<file path="src/hw/rtl/rlp_pkg.sv">
// ----------------------------------------------------------------------------
// rlp_pkg
// Shared types and constants of the reflectance line parser.
// ----------------------------------------------------------------------------
package rlp_pkg;

    localparam int APB_ADDR_W = 3;
    localparam int APB_DATA_W = 32;

    // Register indexes, taken from paddr[2].
    localparam logic REG_MAX_VALUE = 1'b0;
    localparam logic REG_MAX_LINE  = 1'b1;

    localparam logic [15:0] MAX_VALUE_RESET = 16'd65000;
    localparam logic [5:0]  MAX_LINE_RESET  = 6'd16;

    localparam logic [7:0]  CHAR_NEWLINE = 8'h0A;
    localparam logic [7:0]  CHAR_COMMA   = 8'h2C;
    localparam logic [7:0]  CHAR_ZERO    = 8'h30;
    localparam logic [7:0]  CHAR_NINE    = 8'h39;

    localparam logic [16:0] GREEN_SATURATE = 17'd65001;

    // Positions within a line.
    localparam logic [5:0]  POS_COMMA      = 6'd5;
    localparam logic [5:0]  POS_SECOND_END = 6'd10;
    localparam logic [5:0]  PAIR_LEN       = 6'd11;
    localparam logic [5:0]  PREFIX_LEN     = 6'd6;

    localparam logic KIND_PAIR  = 1'b0;
    localparam logic KIND_FAULT = 1'b1;

    typedef struct packed {
        logic [15:0] max_value;
        logic [5:0]  max_line;
    } rlp_cfg_t;

    typedef struct packed {
        logic        kind;
        logic [15:0] red;
        logic [15:0] green;
    } rlp_event_t;

    // Characters of the acknowledgement word "setLED".
    function automatic logic [7:0] led_char(input logic [2:0] idx);
        logic [7:0] ch;
        case (idx)
            3'd0:    ch = 8'h73;
            3'd1:    ch = 8'h65;
            3'd2:    ch = 8'h74;
            3'd3:    ch = 8'h4C;
            3'd4:    ch = 8'h45;
            3'd5:    ch = 8'h44;
            default: ch = 8'h00;
        endcase
        return ch;
    endfunction

endpackage

</file>
<file path="src/hw/rtl/reflectance_line_parser_core.sv">
// ----------------------------------------------------------------------------
// reflectance_line_parser_core
// Splits a serial byte stream into lines and reports reflectance pairs
// and bad-data faults with a running report count.
// ----------------------------------------------------------------------------
//   Channel   Handshake           Payload
//   input     in_valid/in_ready   rx_byte
//   output    out_valid/out_ready event_kind, red_value, green_value, report_count
//   config    APB psel/penable    max_value at 0x0, max_line at 0x4
//
// One byte is accepted every cycle while the report queue has room; the
// classifier keeps a small running line state.
// A report is queued on its newline beat, then popped into the output register.
// Reset clears the line state, the queue and the report count at once.
// A stalled output fills the queue of QUEUE_DEPTH reports before in_ready drops.
// ----------------------------------------------------------------------------
module reflectance_line_parser_core
#(
    parameter int QUEUE_DEPTH = 4
)
(
    input  logic                            clk,
    input  logic                            rst_n,
    input  logic                            in_valid,
    output logic                            in_ready,
    input  logic [7:0]                      rx_byte,
    output logic                            out_valid,
    input  logic                            out_ready,
    output logic                            event_kind,
    output logic [15:0]                     red_value,
    output logic [15:0]                     green_value,
    output logic [31:0]                     report_count,
    input  logic                            psel,
    input  logic                            penable,
    input  logic                            pwrite,
    input  logic [rlp_pkg::APB_ADDR_W-1:0]  paddr,
    input  logic [rlp_pkg::APB_DATA_W-1:0]  pwdata,
    output logic [rlp_pkg::APB_DATA_W-1:0]  prdata,
    output logic                            pready
);
    import rlp_pkg::*;

    rlp_cfg_t   cfg_reg;
    rlp_event_t push_event;
    rlp_event_t head_event;
    logic       push;
    logic       pop;
    logic       q_empty;
    logic       q_full;
    logic       cfg_write;

    assign pready    = 1'b1;
    assign cfg_write = psel && penable && pwrite;

    always_ff @(posedge clk or negedge rst_n)
    begin
        if (!rst_n)
        begin
            cfg_reg.max_value <= MAX_VALUE_RESET;
            cfg_reg.max_line  <= MAX_LINE_RESET;
        end
        else if (cfg_write)
        begin
            if (paddr[2] == REG_MAX_VALUE)
                cfg_reg.max_value <= pwdata[15:0];
            else
                cfg_reg.max_line <= pwdata[5:0];
        end
    end

    always_comb
    begin
        case (paddr[2])
            REG_MAX_VALUE: prdata = {16'd0, cfg_reg.max_value};
            REG_MAX_LINE:  prdata = {26'd0, cfg_reg.max_line};
            default:       prdata = '0;
        endcase
    end

    rlp_front u_front
    (
        .clk        (clk),
        .rst_n      (rst_n),
        .cfg        (cfg_reg),
        .in_valid   (in_valid),
        .in_ready   (in_ready),
        .rx_byte    (rx_byte),
        .q_full     (q_full),
        .push       (push),
        .push_event (push_event)
    );

    rlp_queue #(.DEPTH(QUEUE_DEPTH)) u_queue
    (
        .clk        (clk),
        .rst_n      (rst_n),
        .push       (push),
        .push_event (push_event),
        .pop        (pop),
        .head_event (head_event),
        .empty      (q_empty),
        .full       (q_full)
    );

    rlp_back u_back
    (
        .clk          (clk),
        .rst_n        (rst_n),
        .q_empty      (q_empty),
        .head_event   (head_event),
        .pop          (pop),
        .out_valid    (out_valid),
        .out_ready    (out_ready),
        .event_kind   (event_kind),
        .red_value    (red_value),
        .green_value  (green_value),
        .report_count (report_count)
    );

endmodule

</file>
<file path="src/hw/rtl/rlp_front.sv">
// ----------------------------------------------------------------------------
// rlp_front
// Takes one byte per beat, tracks the current line and classifies each
// completed line into a report or nothing.
// ----------------------------------------------------------------------------
module rlp_front
(
    input  logic                clk,
    input  logic                rst_n,
    input  rlp_pkg::rlp_cfg_t   cfg,
    input  logic                in_valid,
    output logic                in_ready,
    input  logic [7:0]          rx_byte,
    input  logic                q_full,
    output logic                push,
    output rlp_pkg::rlp_event_t push_event
);
    import rlp_pkg::*;

    logic [5:0]  pos_reg, pos_next;
    logic        first_pending_reg, first_pending_next;
    logic        pair_ok_reg, pair_ok_next;
    logic        prefix_ok_reg, prefix_ok_next;
    logic [16:0] first_num_reg, first_num_next;
    logic [16:0] second_num_reg, second_num_next;
    logic        second_done_reg, second_done_next;

    logic        take;
    logic        is_digit;
    logic [3:0]  digit_val;
    logic [20:0] first_mac;
    logic [20:0] second_mac;
    logic [6:0]  pos_inc;
    logic [16:0] green_sat;
    logic        pair_line;
    logic        ack_line;
    logic        in_range;

    assign in_ready  = !q_full;
    assign take      = in_valid && in_ready;
    assign is_digit  = (rx_byte >= CHAR_ZERO) && (rx_byte <= CHAR_NINE);
    assign digit_val = is_digit ? rx_byte[3:0] : 4'd0;
    assign first_mac  = 21'(first_num_reg) * 21'd10 + 21'(digit_val);
    assign second_mac = 21'(second_num_reg) * 21'd10 + 21'(digit_val);
    assign pos_inc    = {1'b0, pos_reg} + 7'd1;

    assign green_sat = (second_num_reg > GREEN_SATURATE) ? GREEN_SATURATE : second_num_reg;
    assign pair_line = pair_ok_reg && (pos_reg >= PAIR_LEN);
    assign ack_line  = prefix_ok_reg && (pos_reg >= PREFIX_LEN);
    assign in_range  = (first_num_reg <= {1'b0, cfg.max_value})
                    && (green_sat <= {1'b0, cfg.max_value});

    always_comb
    begin
        push             = 1'b0;
        push_event.kind  = pair_line ? KIND_PAIR : KIND_FAULT;
        push_event.red   = pair_line ? first_num_reg[15:0] : 16'd0;
        push_event.green = pair_line ? green_sat[15:0] : 16'd0;

        pos_next           = pos_reg;
        first_pending_next = first_pending_reg;
        pair_ok_next       = pair_ok_reg;
        prefix_ok_next     = prefix_ok_reg;
        first_num_next     = first_num_reg;
        second_num_next    = second_num_reg;
        second_done_next   = second_done_reg;

        if (take)
        begin
            if (rx_byte == CHAR_NEWLINE)
            begin
                if (first_pending_reg)
                begin
                    first_pending_next = 1'b0;
                end
                else if (pair_line)
                begin
                    push = in_range;
                end
                else if (!ack_line)
                begin
                    push = 1'b1;
                end
                pos_next         = 6'd0;
                pair_ok_next     = 1'b1;
                prefix_ok_next   = 1'b1;
                first_num_next   = 17'd0;
                second_num_next  = 17'd0;
                second_done_next = 1'b0;
            end
            else
            begin
                if (pos_reg < POS_COMMA)
                begin
                    if (is_digit)
                        first_num_next = first_mac[16:0];
                    else
                        pair_ok_next = 1'b0;
                end
                else if (pos_reg == POS_COMMA)
                begin
                    if (rx_byte != CHAR_COMMA)
                        pair_ok_next = 1'b0;
                end
                else if (pos_reg <= POS_SECOND_END)
                begin
                    if (is_digit)
                        second_num_next = second_mac[16:0];
                    else
                        pair_ok_next = 1'b0;
                end
                else if (!second_done_reg)
                begin
                    if (is_digit)
                        second_num_next = (second_mac > 21'(GREEN_SATURATE))
                                        ? GREEN_SATURATE : second_mac[16:0];
                    else
                        second_done_next = 1'b1;
                end

                if ((pos_reg < PREFIX_LEN) && (rx_byte != led_char(pos_reg[2:0])))
                    prefix_ok_next = 1'b0;

                // The byte that overruns the limit throws away the whole line.
                if (pos_inc > {1'b0, cfg.max_line})
                begin
                    pos_next         = 6'd0;
                    pair_ok_next     = 1'b1;
                    prefix_ok_next   = 1'b1;
                    first_num_next   = 17'd0;
                    second_num_next  = 17'd0;
                    second_done_next = 1'b0;
                end
                else
                begin
                    pos_next = pos_inc[5:0];
                end
            end
        end
    end

    always_ff @(posedge clk or negedge rst_n)
    begin
        if (!rst_n)
        begin
            pos_reg           <= 6'd0;
            first_pending_reg <= 1'b1;
            pair_ok_reg       <= 1'b1;
            prefix_ok_reg     <= 1'b1;
            first_num_reg     <= 17'd0;
            second_num_reg    <= 17'd0;
            second_done_reg   <= 1'b0;
        end
        else
        begin
            pos_reg           <= pos_next;
            first_pending_reg <= first_pending_next;
            pair_ok_reg       <= pair_ok_next;
            prefix_ok_reg     <= prefix_ok_next;
            first_num_reg     <= first_num_next;
            second_num_reg    <= second_num_next;
            second_done_reg   <= second_done_next;
        end
    end

endmodule

</file>
<file path="src/hw/rtl/rlp_queue.sv">
// ----------------------------------------------------------------------------
// rlp_queue
// Small first-in first-out queue of pending reports between the line
// classifier and the report stage.
// ----------------------------------------------------------------------------
module rlp_queue
#(
    parameter int DEPTH = 4
)
(
    input  logic                clk,
    input  logic                rst_n,
    input  logic                push,
    input  rlp_pkg::rlp_event_t push_event,
    input  logic                pop,
    output rlp_pkg::rlp_event_t head_event,
    output logic                empty,
    output logic                full
);
    import rlp_pkg::*;

    localparam int PTR_W = (DEPTH > 1) ? $clog2(DEPTH) : 1;
    localparam int CNT_W = $clog2(DEPTH + 1);

    rlp_event_t        mem [DEPTH];
    logic [PTR_W-1:0]  wr_ptr_reg, wr_ptr_next;
    logic [PTR_W-1:0]  rd_ptr_reg, rd_ptr_next;
    logic [CNT_W-1:0]  count_reg, count_next;

    assign empty      = (count_reg == CNT_W'(0));
    assign full       = (count_reg == CNT_W'(DEPTH));
    assign head_event = mem[rd_ptr_reg];

    always_comb
    begin
        wr_ptr_next = wr_ptr_reg;
        rd_ptr_next = rd_ptr_reg;
        count_next  = count_reg;
        if (push)
            wr_ptr_next = (wr_ptr_reg == PTR_W'(DEPTH - 1)) ? PTR_W'(0) : wr_ptr_reg + PTR_W'(1);
        if (pop)
            rd_ptr_next = (rd_ptr_reg == PTR_W'(DEPTH - 1)) ? PTR_W'(0) : rd_ptr_reg + PTR_W'(1);
        if (push && !pop)
            count_next = count_reg + CNT_W'(1);
        else if (pop && !push)
            count_next = count_reg - CNT_W'(1);
    end

    always_ff @(posedge clk)
    begin
        if (push)
            mem[wr_ptr_reg] <= push_event;
    end

    always_ff @(posedge clk or negedge rst_n)
    begin
        if (!rst_n)
        begin
            wr_ptr_reg <= '0;
            rd_ptr_reg <= '0;
            count_reg  <= '0;
        end
        else
        begin
            wr_ptr_reg <= wr_ptr_next;
            rd_ptr_reg <= rd_ptr_next;
            count_reg  <= count_next;
        end
    end

endmodule

</file>
<file path="src/hw/rtl/rlp_back.sv">
// ----------------------------------------------------------------------------
// rlp_back
// Takes queued reports, stamps them with the running report count and
// holds each in the output register until it is taken.
// ----------------------------------------------------------------------------
module rlp_back
(
    input  logic                clk,
    input  logic                rst_n,
    input  logic                q_empty,
    input  rlp_pkg::rlp_event_t head_event,
    output logic                pop,
    output logic                out_valid,
    input  logic                out_ready,
    output logic                event_kind,
    output logic [15:0]         red_value,
    output logic [15:0]         green_value,
    output logic [31:0]         report_count
);
    import rlp_pkg::*;

    logic        out_valid_reg, out_valid_next;
    logic [31:0] counter_reg, counter_next;
    rlp_event_t  event_reg;

    assign pop = !q_empty && (!out_valid_reg || out_ready);

    always_comb
    begin
        out_valid_next = out_valid_reg;
        counter_next   = counter_reg;
        if (pop)
        begin
            out_valid_next = 1'b1;
            counter_next   = counter_reg + 32'd1;
        end
        else if (out_ready)
        begin
            out_valid_next = 1'b0;
        end
    end

    always_ff @(posedge clk or negedge rst_n)
    begin
        if (!rst_n)
        begin
            out_valid_reg <= 1'b0;
            counter_reg   <= 32'd0;
        end
        else
        begin
            out_valid_reg <= out_valid_next;
            counter_reg   <= counter_next;
        end
    end

    always_ff @(posedge clk)
    begin
        if (pop)
            event_reg <= head_event;
    end

    assign out_valid    = out_valid_reg;
    assign event_kind   = event_reg.kind;
    assign red_value    = event_reg.red;
    assign green_value  = event_reg.green;
    assign report_count = counter_reg;

endmodule

</file>
<file path="config.mk">
export PLATFORM = sky130hd
export DESIGN_NAME = reflectance_line_parser_core
export DESIGN_NICKNAME = d
export VERILOG_FILES = /design/src/hw/rtl/rlp_pkg.sv /design/src/hw/rtl/reflectance_line_parser_core.sv /design/src/hw/rtl/rlp_front.sv /design/src/hw/rtl/rlp_queue.sv /design/src/hw/rtl/rlp_back.sv
export SDC_FILE = /design/constraint.sdc
export NUM_CORES = 1
export LEC_CHECK = 0
export BUFFER_PORTS_ARGS = -buffer_cell sky130_fd_sc_hd__buf_2
export CAP_MARGIN = 20
export CORE_UTILIZATION = 54
export CTS_CLUSTER_SIZE = 16
export DETAILED_ROUTE_END_ITERATION = 7
export PLACE_DENSITY = 0.87
export REMOVE_ABC_BUFFERS = 1
export SLEW_MARGIN = 5
export SYNTH_ARGS = -nofsm -noshare
export SYNTH_HDL_FRONTEND = slang
export SYNTH_SLANG_ARGS = --single-unit
</file>
<file path="constraint.sdc">
create_clock -name clk -period 4.1 [get_ports clk]
set_input_delay 0.41 -clock clk [delete_from_list [all_inputs] [get_ports clk]]
set_output_delay 0.41 -clock clk [all_outputs]
set_load 0.05 [all_outputs]
</file>
==> results.md <==
| Item | Value | Unit |
| --- | --- | --- |
| Via density per instance | 5.98 | - |
| Failing checks | setup timing | - |
| H-tree depth | 1 | - |
| Final setup fails | 4 | - |
| Type of the worst min-delay path | input pin to flip-flop | - |
| Wire length per cell after detailed routing | 19.5 | um |
| Ports placed on the boundary | 150 | - |
| RSZ-0062 raised after global routing | true | - |
| Worst slew slack as a fraction of its limit | 0.419 | - |
| Seq/Total Area, Yosys | 0.519 | - |
| Fraction of synthesis flops using an asynchronous set or reset pin | 0.391 | - |
| Clk root buf | clkbuf_16 | - |
| Critical setup path kind | flip-flop to flip-flop | - |
| Main flop type after synthesis | edfxtp_1 | - |
| Clock buffers created by TritonCTS | 27 | - |
| First-pass GRT wire length | 53000 | um |
| Die Wd | 167 | um |
| Total of warnings raised by yosys | 0 | - |
| Max IR drop VDD | 341 | uV |
| Total wire length after detailed routing | 34100 | um |
| GR Util All Layers | 0.238 | - |
| Mapped cell area | 14700 | sq um |
| Endpoint type of the worst setup path | flip-flop | - |
| Power density relative to cell area | 485 | nW/um^2 |
| Data required time of the critical path | 4.51 | ns |
| Period utilisation layout | 1.03 | - |
| Site Rows | 60 | - |
| Leading area contributor after synthesis | edfxtp_1 | - |
| Layout cell share with drive strength beyond 1 | 0.280 | - |
| Overall power | 8450 | uW |
| RePlAce Congestion | 0.910 | - |
| Mean post-synth cell area | 12.3 | sq um |
| Leading cell types by count after synthesis | edfxtp_1, ha_1, dfrtp_1, nand2_1, nor2_1 | - |
| Die area | 27900 | sq um |
| WHS Path Cells | 2 | - |
| Flip-flop count of the largest register, all copies and words added | 132 | - |
| Number of remaining DRC errors | 0 | - |
| Number of sinks driven by the clock tree | 271 | - |
| Most instantiated library cell after synthesis | edfxtp_1 | - |
| Synthesis-to-layout area growth | 18.4 | % |
| Static Leakage | 0.00754 | uW |
| Area fraction of the dominant cell type after synthesis | 0.337 | - |
| Synthesized netlist cell count | 1194 | - |
| Number of buffers inserted by port buffering | 114 | - |
| Number of antenna violations at the first check in global routing | 0 | - |
| Clock tree from TritonCTS | built | - |
| Post-DP HPWL | 23500 | um |
| Effective utilization at floorplan | 0.549 | - |
| Post-synthesis cell type count | 76 | - |
| Worst reg-to-reg path cell count | 17 | - |
| Timing-limited maximum frequency | 0.237 | GHz |
| Setup Skew | 0.0169 | ns |
| Number of register bits inferred by synthesis | 271 | - |
| Initial DRT Pass Iterations | 5 | - |
| Floorplan Core Area | 26800 | sq um |
| Clk slew on worst S/H paths | 0.07 | ns |
| Top cells by area, synth | edfxtp_1, dfrtp_1, ha_1, mux4_2, xnor2_1 | - |
| Maximum Capacitance Violations | 0 | - |
| Sum of negative setup slack | -0.177 | ns |
| Inserted Diodes | 0 | - |
| Setup slack of the critical path after layout | -0.113 | ns |
| Number of max-slew violations in the final report | 0 | - |
| Critical path startpoint category | flip-flop | - |
| Global route overflow | 0 | - |
| Layout net count | 1551 | - |
| Maximum clock insertion buffer count | 3 | - |
| Detailed Route Iter0 Violations | 928 | - |
| Latest clock arrival within the worst-skew pair | 0.56 | ns |
| Vias after detailed routing | 10423 | - |
| Arrival @ worst endpoint | 4.62 | ns |
| Clock period minus final worst setup slack | 4.21 | ns |
| Slew at the pin closest to its max-slew limit | 0.872 | ns |
| Outcome | finished, violations left | - |
| Vias in the first global route | 10358 | - |
| Maximum number of pins on one net before global-route repair | 83 | - |
| Highest net fanout along the worst path | 10 | - |
| Number of enable-type register cells in the synthesized netlist | 165 | - |
| Fill cell count | 1862 | - |
| Routed Antenna Nets | 0 | - |
| Final hold violation count | 0 | - |
| Vertical extent of the die | 167 | um |
## power by group
part | total, uW | switching, uW | leakage, uW | internal [uW]
Combinational | 2370 | 1570 | 0.00424 | 805
Clock | 2500 | 1040 | 0.000438 | 1460
Sequential | 3570 | 319 | 0.00287 | 3260
Total | 8450 | 2930 | 0.00754 | 5520
## layer usage
metal  share of wire  up-vias  global-route usage
li1                -     4763                   -
met1            0.41     5134               0.319
met2            0.48      439               0.399
met3           0.073       87              0.0364
met4           0.031        0              0.0753
met5               0        -                   0
## final timing paths
path | startpoint | end | slack [ns]
worst min register to register | u_front.prefix_ok_reg | u_front.prefix_ok_reg | 0.47
max in group asynchronous | rst_n | cfg_reg[17] | 2.75
worst max-delay path | u_front.second_num_reg[1] | u_front.second_num_reg[8] | -0.11
worst max register to register | u_front.second_num_reg[1] | u_front.second_num_reg[8] | -0.11
worst min-delay path | pwdata[14] | cfg_reg[20] | 0.09
min in group asynchronous | rst_n | u_back.report_count[9] | 0.27
## per-stage QoR
stage          hold WS, ns  cells  cell area [sq um]  utilization  setup WS, ns
2_1_floorplan        0.114   1158              14500            -        -0.256
3_3_place_gp         0.455   1674              16000        0.597       -0.0447
3_5_place_dp         0.466   1675              16000        0.598        -0.115
4_1_cts             0.0756   1728              17000        0.634        0.0298
5_1_grt             0.0849   1743              17400        0.650        -0.249
6_report            0.0872   1743              17400        0.650        -0.113
## kinds of logic after synthesis
| family | share of synthesized area |
|---|---|
| other | 0.000511 |
| AOI/OAI and AO/OA | 0.0863 |
| xor gates and xnor gates | 0.0568 |
| buffers and inverters | 0.0309 |
| and+or+nand+nor | 0.130 |
| DFF | 0.519 |
| adders and majority gates | 0.105 |
| muxes | 0.0727 |
## critical path, cell delays in order, from the launching register on
cell and delay, ns:
dfrtp_2 0.43, buf_6 0.14, ha_4 0.21, ha_4 0.17
fa_2 0.43, buf_4 0.18, xnor2_4 0.16, buf_4 0.16
or3_1 0.34, o21ai_0 0.10, a22o_1 0.16, nand4b_1 0.12
o21ba_2 0.24, a2111o_1 0.36, a22oi_2 0.25, buf_6 0.19
nor4_1 0.08, o31ai_1 0.36
## layout by cell type, fill, tap and decap left out, types with 27 or more instances in the layout
master     Yosys  final
mux4_2        33     33
nand3_1       37     36
dfrtp_1       91     87
o21ai_0       49     46
and3_1        37     37
clkbuf_16      0     27
a21oi_1       40     36
buf_2          3    113
buf_4         17     69
ha_1         115    106
edfxtp_1     165    165
nand2_1       79     79
inv_1         49     48
xnor2_1       51     50
nor2_1        69     63
xor2_1        37     34
mux2_2        29     29
## cell type report
type                            count  area, sq um  area share
Clock buffer                       37          743      0.0427
Clock inverter                     13          149     0.00855
Inverter                           50          188      0.0108
Multi-Input combinational cell    837         7010       0.402
Sequential cell                   271         7630       0.438
Tap cell                          341          427      0.0245
Timing Repair Buffer              194         1270      0.0729
## timing repair
item,4_1_cts,5_1_grt
setup endpoints to repair,18,150
endpoints found under the hold margin,0,14
gates resized for setup,12,56
pin swaps,4,37
hold buffers,0,1
buffers inserted,3,13
Power figures use the tool's default switching activity.
